--- src/design/bqc_pkg.sv ---
// Shared types and constants for the biquad cascade filter unit.
// No dependencies.
package bqc_pkg;

  localparam int COEF_BITS = 18;
  localparam int FF_BITS   = 3 * COEF_BITS;
  localparam int FB_BITS   = 2 * COEF_BITS;
  localparam int CFG_W     = FF_BITS;
  localparam int CFG_IDX_W = 2;
  localparam int ACC_BITS  = 32;

  typedef logic [CFG_IDX_W-1:0] cfg_idx_t;
  typedef logic [CFG_W-1:0]     cfg_data_t;
  typedef logic [FF_BITS-1:0]   ff_coef_t;
  typedef logic [FB_BITS-1:0]   fb_coef_t;
  typedef logic signed [COEF_BITS-1:0] coef_t;

  localparam cfg_idx_t CFG_S1_FF = 2'd0;
  localparam cfg_idx_t CFG_S1_FB = 2'd1;
  localparam cfg_idx_t CFG_S2_FF = 2'd2;
  localparam cfg_idx_t CFG_S2_FB = 2'd3;

endpackage

--- src/design/biquad_cascade_iir_filter_unit.sv ---
// Top level of the two-section biquad cascade: coefficient registers,
// input/result handshake and output saturation. Depends on bqc_pkg, bqc_cell.
//
//  channel   ports                                   direction
//  input     in_valid in_stall in_sample_in in_bypass   in (in_stall out)
//  result    out_valid out_stall out_sample_out         out (out_stall in)
//  config    cfg_we cfg_index cfg_data                  in
//
// From an input transfer to the result, each cell forms its five products in
// turn through its single multiplier, then hands its result onward.
// One item at a time; the next is taken while the last result waits.
// Reset clears coefficients to unity pass-through and the cells' s1/s2 state registers.
// A stalled result holds in the output register; a finished one waits behind it.
module biquad_cascade_iir_filter_unit #(
  parameter int SAMPLE_BITS    = 14,
  parameter int COEF_FRAC_BITS = 15
) (
  input  logic                    clk,
  input  logic                    rst_n,
  input  logic                    in_valid,
  output logic                    in_stall,
  input  logic [SAMPLE_BITS-1:0]  in_sample_in,
  input  logic                    in_bypass,
  output logic                    out_valid,
  input  logic                    out_stall,
  output logic [SAMPLE_BITS-1:0]  out_sample_out,
  input  logic                    cfg_we,
  input  bqc_pkg::cfg_idx_t       cfg_index,
  input  bqc_pkg::cfg_data_t      cfg_data
);
  import bqc_pkg::*;

  localparam int XW = SAMPLE_BITS + 4;
  localparam logic signed [XW-1:0] OMAX = XW'(2 ** (SAMPLE_BITS - 1) - 1);
  localparam logic signed [XW-1:0] OMIN = ~OMAX;

  ff_coef_t                 s1_ff_r, s2_ff_r;
  fb_coef_t                 s1_fb_r, s2_fb_r;
  logic                     busy_r, go_r, pend_r, out_valid_r, bypass_r;
  logic [SAMPLE_BITS-1:0]   code_r, out_r;

  logic                     accept, pend, load;
  logic signed [XW-1:0]     x0, y1, y2, y_clamp;
  logic                     done1, done2;
  logic [SAMPLE_BITS-1:0]   filt;

  assign accept = in_valid && !busy_r;
  assign x0     = XW'($signed({~code_r[SAMPLE_BITS-1], code_r[SAMPLE_BITS-2:0]}));
  assign pend   = pend_r || done2;
  assign load   = pend && (!out_valid_r || !out_stall);

  bqc_cell #(.XW(XW), .COEF_FRAC_BITS(COEF_FRAC_BITS)) u_cell1 (
    .clk(clk), .rst_n(rst_n), .ff_coef(s1_ff_r), .fb_coef(s1_fb_r),
    .start(go_r), .x_in(x0), .done(done1), .y_out(y1)
  );

  bqc_cell #(.XW(XW), .COEF_FRAC_BITS(COEF_FRAC_BITS)) u_cell2 (
    .clk(clk), .rst_n(rst_n), .ff_coef(s2_ff_r), .fb_coef(s2_fb_r),
    .start(done1), .x_in(y1), .done(done2), .y_out(y2)
  );

  assign y_clamp = (y2 > OMAX) ? OMAX : (y2 < OMIN) ? OMIN : y2;
  assign filt    = {~y_clamp[SAMPLE_BITS-1], y_clamp[SAMPLE_BITS-2:0]};

  always_ff @(posedge clk) begin
    if (!rst_n) begin
      s1_ff_r     <= FF_BITS'(1) << COEF_FRAC_BITS;
      s2_ff_r     <= FF_BITS'(1) << COEF_FRAC_BITS;
      s1_fb_r     <= '0;
      s2_fb_r     <= '0;
      busy_r      <= 1'b0;
      go_r        <= 1'b0;
      pend_r      <= 1'b0;
      out_valid_r <= 1'b0;
    end else begin
      if (cfg_we) begin
        unique case (cfg_index)
          CFG_S1_FF: s1_ff_r <= cfg_data[FF_BITS-1:0];
          CFG_S1_FB: s1_fb_r <= cfg_data[FB_BITS-1:0];
          CFG_S2_FF: s2_ff_r <= cfg_data[FF_BITS-1:0];
          CFG_S2_FB: s2_fb_r <= cfg_data[FB_BITS-1:0];
          default: ;
        endcase
      end
      go_r <= accept;
      if (accept) begin
        code_r   <= in_sample_in;
        bypass_r <= in_bypass;
        busy_r   <= 1'b1;
      end else if (load) begin
        busy_r <= 1'b0;
      end
      pend_r <= pend && !load;
      if (load) begin
        out_r       <= bypass_r ? code_r : filt;
        out_valid_r <= 1'b1;
      end else if (!out_stall) begin
        out_valid_r <= 1'b0;
      end
    end
  end

  assign in_stall       = busy_r;
  assign out_valid      = out_valid_r;
  assign out_sample_out = out_r;

endmodule

--- src/design/bqc_cell.sv ---
// One transposed direct form II second-order section with a shared multiplier.
// Depends on bqc_pkg.
module bqc_cell #(
  parameter int XW             = 18,
  parameter int COEF_FRAC_BITS = 15
) (
  input  logic                  clk,
  input  logic                  rst_n,
  input  bqc_pkg::ff_coef_t     ff_coef,
  input  bqc_pkg::fb_coef_t     fb_coef,
  input  logic                  start,
  input  logic signed [XW-1:0]  x_in,
  output logic                  done,
  output logic signed [XW-1:0]  y_out
);
  import bqc_pkg::*;

  localparam int PW = XW + COEF_BITS;
  localparam int AW = ((PW > ACC_BITS) ? PW : ACC_BITS) + 2;
  localparam logic signed [AW-1:0] HALF = AW'(2 ** (COEF_FRAC_BITS - 1));
  localparam logic signed [AW-1:0] YMAX = AW'(2 ** (XW - 1) - 1);
  localparam logic signed [AW-1:0] YMIN = ~YMAX;
  localparam logic signed [AW-1:0] SMAX = AW'(2 ** (ACC_BITS - 1) - 1);
  localparam logic signed [AW-1:0] SMIN = ~SMAX;

  typedef enum logic [2:0] {
    ST_IDLE, ST_B0, ST_Y, ST_S1A, ST_S1B, ST_S2A, ST_S2B
  } step_t;

  step_t                       state_r;
  logic                        done_r;
  logic signed [XW-1:0]        x_r;
  logic signed [XW-1:0]        y_r;
  logic signed [PW-1:0]        prod_r;
  logic signed [AW-1:0]        acc_r;
  logic signed [ACC_BITS-1:0]  s1_r;
  logic signed [ACC_BITS-1:0]  s2_r;

  coef_t                       b0, b1, b2, a1, a2;
  logic signed [XW-1:0]        mul_a;
  coef_t                       mul_b;
  logic signed [AW-1:0]        full;
  logic signed [AW-1:0]        y_wide;
  logic signed [XW-1:0]        y_sat;
  logic signed [AW-1:0]        diff;
  logic signed [ACC_BITS-1:0]  diff_sat;

  assign b0 = ff_coef[COEF_BITS-1:0];
  assign b1 = ff_coef[2*COEF_BITS-1:COEF_BITS];
  assign b2 = ff_coef[3*COEF_BITS-1:2*COEF_BITS];
  assign a1 = fb_coef[COEF_BITS-1:0];
  assign a2 = fb_coef[2*COEF_BITS-1:COEF_BITS];

  always_comb begin
    mul_a = x_r;
    mul_b = b0;
    case (state_r)
      ST_Y:    mul_b = b1;
      ST_S1A: begin
        mul_a = y_r;
        mul_b = a1;
      end
      ST_S1B:  mul_b = b2;
      ST_S2A: begin
        mul_a = y_r;
        mul_b = a2;
      end
      default: mul_b = b0;
    endcase
  end

  assign full   = AW'(prod_r) + AW'(s1_r) + HALF;
  assign y_wide = full >>> COEF_FRAC_BITS;
  assign y_sat  = (y_wide > YMAX) ? YMAX[XW-1:0] :
                  (y_wide < YMIN) ? YMIN[XW-1:0] : y_wide[XW-1:0];

  assign diff     = acc_r - AW'(prod_r);
  assign diff_sat = (diff > SMAX) ? SMAX[ACC_BITS-1:0] :
                    (diff < SMIN) ? SMIN[ACC_BITS-1:0] : diff[ACC_BITS-1:0];

  always_ff @(posedge clk) begin
    prod_r <= mul_a * mul_b;
    if (!rst_n) begin
      state_r <= ST_IDLE;
      done_r  <= 1'b0;
      s1_r    <= '0;
      s2_r    <= '0;
    end else begin
      done_r <= 1'b0;
      unique case (state_r)
        ST_IDLE: begin
          if (start) begin
            x_r     <= x_in;
            state_r <= ST_B0;
          end
        end
        ST_B0:  state_r <= ST_Y;
        ST_Y: begin
          y_r     <= y_sat;
          state_r <= ST_S1A;
        end
        ST_S1A: begin
          acc_r   <= AW'(prod_r) + AW'(s2_r);
          state_r <= ST_S1B;
        end
        ST_S1B: begin
          s1_r    <= diff_sat;
          state_r <= ST_S2A;
        end
        ST_S2A: begin
          acc_r   <= AW'(prod_r);
          state_r <= ST_S2B;
        end
        ST_S2B: begin
          s2_r    <= diff_sat;
          done_r  <= 1'b1;
          state_r <= ST_IDLE;
        end
        default: state_r <= ST_IDLE;
      endcase
    end
  end

  assign done  = done_r;
  assign y_out = y_r;

endmodule
--- config.mk ---
export PLATFORM = sky130hd
export DESIGN_NAME = biquad_cascade_iir_filter_unit
export DESIGN_NICKNAME = d
export VERILOG_FILES = /design/src/design/bqc_pkg.sv /design/src/design/biquad_cascade_iir_filter_unit.sv /design/src/design/bqc_cell.sv
export SDC_FILE = /design/constraint.sdc
export NUM_CORES = 2
export LEC_CHECK = 0
export CORE_MARGIN = 2
export CORE_UTILIZATION = 61
export DETAILED_ROUTE_END_ITERATION = 8
export DONT_BUFFER_PORTS = 1
export HOLD_SLACK_MARGIN = 0.15
export PLACE_DENSITY = 0.83
export SLEW_MARGIN = 0
export SYNTH_ARGS = -nofsm -noshare
export SYNTH_HDL_FRONTEND = slang
export SYNTH_HIERARCHICAL = 1
export SYNTH_SLANG_ARGS = --single-unit
--- constraint.sdc ---
create_clock -name clk -period 10.1 [get_ports clk]
set_input_delay 2.02 -clock clk [delete_from_list [all_inputs] [get_ports clk]]
set_output_delay 2.02 -clock clk [all_outputs]
set_load 0.02 [all_outputs]
==> flow_metrics.py <==
metrics = {
    "yosys": {
        "synth_warnings": 6,
        "netlist_instances": 6390,
        "synth_cell_types": 111,
        "synth.area.top_cells": "fa_1 (23%), dfxtp_1 (14%), ha_1 (10%), edfxtp_1 (9.2%), inv_1 (6.1%)",
        "syn_area_um2": 57300,
        "syn_nets": 7600,
        "ys.flop_type": "dfxtp_1",
        "synth_seq_cells": 567,
        "synthArstFlopShare_pct": 0,
        "synth.top_cells.by_count": "inv_1 (935), nand2_1 (817), fa_1 (662)",
        "synth_top_cell_area_share_pct": 23.1,
        "synth-seq-area-share_pct": 22.9,
        "postSynthAreaPerCell_um2": 8.96,
        "yosysTopAreaCell": "fa_1",
        "synth_most_common_cell": "inv_1",
        "synth-edff-count": 175,
    },
    "cts": {
        "cts_buffers": 67,
        "numClockSinks": 567,
        "postCtsHoldBufs": 0,
        "cts-root-buf": "clkbuf_16",
        "htreeDepth": 3,
        "clk_latency_ns": 0.66,
        "clkTransAtPathRegs_ns": 0.06,
        "clk_path_buf_depth": 3,
        "cts_tree": "done",
        "cts_setup_buffers": 0,
        "post_cts_resized": 0,
    },
    "final_layout": {
        "final_nets": 7508,
        "fillers": 7383,
        "regArea_um2": 13100,
        "multi_input_area_um2": 39500,
        "stdcell_area_um2": 60500,
        "syn2layout_area_growth_pct": 5.70,
        "drive_gt1_share_pct": 5.73,
        "fin_util_pct": 64.9,
    },
    "power_and_ir_drop": {
        "comb_power_share_pct": 60.6,
        "leakage_nw": 27.6,
        "switching_power_w": 0.00633,
        "switching_share_pct": 46.5,
        "power_w": 0.0136,
        "pwr-share-seq_pct": 21.2,
        "p_clk_share_pct": 18.2,
        "peakVddDrop_mv": 0.257,
        "power_density_nw_per_um2": 225,
        "intPower_w": 0.00727,
    },
    "worst_setup_path": {
        "cp-end-kind": "register",
        "arrival_ns": 9.80,
        "criticalPathCategory": "register to register",
        "critPathMaxFanout": 22,
        "worstSetupStartpointType": "register",
        "required_ns": 10.68,
    },
    "routing": {
        "wl_per_cell_um": 21.0,
        "wl_met1_um": 61000,
        "drt_iter0_drc": 4283,
        "first_pass_iters": 9,
        "post_drt_via_cell_ratio": 6.10,
        "highest_layer": "met5",
        "routed_wl_um": 160000,
        "vias": 46413,
        "wl_met3_um": 13900,
        "wl_met2_um": 75100,
        "antenna_left": 0,
        "drc": 0,
    },
    "sta": {
        "hold_violations": 0,
        "period_share_pct": 91.3,
        "fmax_ghz": 0.108,
        "fin_worst_skew_ns": 0.0383,
        "worst_pin_slew_ns": 1.42,
        "setup_viol": 0,
        "timing.final.ws_setup_ns": 0.878,
        "finalMaxSlewViolations": 0,
        "post-route-min-period_ns": 9.22,
        "fin_tns_setup_ns": 0,
        "max_slew_margin_pct": 4.56,
        "grt_setup_unrepaired": "false",
    },
    "outcome": {
        "status": "complete, no violations",
    },
    "floorplanning": {
        "initial_utilization_pct": 61.4,
        "dieArea_um2": 96300,
        "pin_count": 92,
        "placementRows": 112,
        "die_x_um": 310,
        "die_h_um": 310,
        "core_um2": 93200,
    },
    "placement": {
        "place_hpwl_um": 126000,
        "gp_congestion": 1.06,
        "post-place-ws_ns": 1.08,
        "place_area_um2": 58300,
        "port_buffers": 0,
    },
    "flow_run": {
        "maxCapViolations": 0,
    },
    "global_route": {
        "grt_pass1_wl_um": 255000,
        "antenna_found_initial": 5,
        "grt_usage_pct": 33.9,
        "grt_overflow": 0,
        "grt_max_degree": 258,
        "grt_pass1_vias": 47370,
    },
    "hold_path": {
        "hp-class": "register to register",
    },
}
[power groups by stage]
stage	clock network [W]	logic, W	registers (W)
finish	0.00248	0.00824	0.00289
CTS	0.00249	0.00814	0.00288
global route	0.00258	0.00920	0.00290
global placement	0	0.00782	0.00292
floorplan	0	0.00617	0.00281
detailed placement	0	0.00800	0.00292
[per-layer routing]
metal,vias up,track usage (%)
li1,21036,-
met1,22695,41.7
met2,2154,56.2
met3,524,6.82
met4,4,18.5
met5,-,0
[placed cells by master (no fill, tap or decap), drive strengths merged, types with 64 or more instances in the layout]
| cell type | instances |
|---|---|
| xnor2 | 142 |
| xor2 | 76 |
| nand2b | 64 |
| clkbuf | 91 |
| fa | 662 |
| a21oi | 291 |
| a21o | 141 |
| nand2 | 825 |
| nand3 | 100 |
| edfxtp | 175 |
| ha | 472 |
| nor2 | 547 |
| buf | 82 |
| a21boi | 193 |
| o211ai | 71 |
| a22oi | 68 |
| dfxtp | 392 |
| inv | 947 |
| o21ai | 255 |
[through the flow]
stage / std cells / hold slack (ns)
floorplan: 6390 / 0.426
global placement: 7483 / 0.433
detailed placement: 7483 / 0.437
CTS: 7606 / 0.457
global route: 7606 / 0.475
finish: 7608 / 0.455
[area by class of cell]
cell class                 count  area share (%)
antenna                        2         0.00827
clock buffer                  91            3.12
clock inverter                32           0.558
inverter                     935            5.80
multi-input combinational   4645            65.2
sequential                   567            21.7
tap                         1254            2.59
timing repair buffer          82            1.02
[state kept, by name (all words and copies together) (netlist names), 3 cells and up]
| name | count |
|---|---|
| u_cell1/prod_r | 36 |
| u_cell2/y_out | 18 |
| u_cell2/state_r | 3 |
| u_cell1/s1_r | 32 |
| code_r | 14 |
| u_cell2/acc_r | 37 |
| s1_ff_r | 54 |
| s2_ff_r | 54 |
| u_cell1/y_out | 18 |
| u_cell1/x_r | 18 |
| u_cell1/s2_r | 32 |
| u_cell2/prod_r | 36 |
| u_cell2/s2_r | 32 |
| u_cell1/acc_r | 37 |
| u_cell1/state_r | 3 |
| s1_fb_r | 36 |
| u_cell2/x_r | 18 |
| s2_fb_r | 36 |
| u_cell2/s1_r | 32 |
| out_sample_out | 14 |
[kinds of logic after synthesis]
kind of cell	Yosys count	share of synthesized area, %
simple gates	1837	14.1
compound gates	1378	16.5
fa+ha+maj	1134	33.5
mux	78	1.44
flops	567	22.9
buf+inv	1178	8.34
xor+xnor	218	3.34
[worst max-delay path, stage by stage (launching register included)]
cell and delay [ns]:
dfxtp_1 0.47, nor2b_1 0.33, and2_2 0.53, or2_2 0.49
buf_4 0.40, mux2i_1 0.78, nor2_1 0.18, fa_1 0.50
fa_1 0.50, ha_1 0.28, inv_1 0.05, fa_1 0.50
inv_1 0.05, fa_1 0.53, inv_1 0.05, fa_1 0.48
inv_1 0.05, ha_1 0.34, nand3_1 0.15, o21bai_1 0.21
a211oi_1 0.57, nor2_1 0.14, a311oi_1 0.64, nor3_1 0.23
or3_1 0.45, a21oi_1 0.13, nand3b_1 0.11
[path summary, 6_finish.rpt]
kind                                          from                 end  slack [ns]  cells after the start
worst min-delay path                   s1_ff_r[35]         s1_ff_r[35]        0.46                      2
worst min register to register         s1_ff_r[35]         s1_ff_r[35]        0.46                      2
worst max register to register  u_cell2/state_r[2]  u_cell2/prod_r[35]        0.88                     26
worst max-delay path            u_cell2/state_r[2]  u_cell2/prod_r[35]        0.88                     26
(Power assumes the default switching activity.)
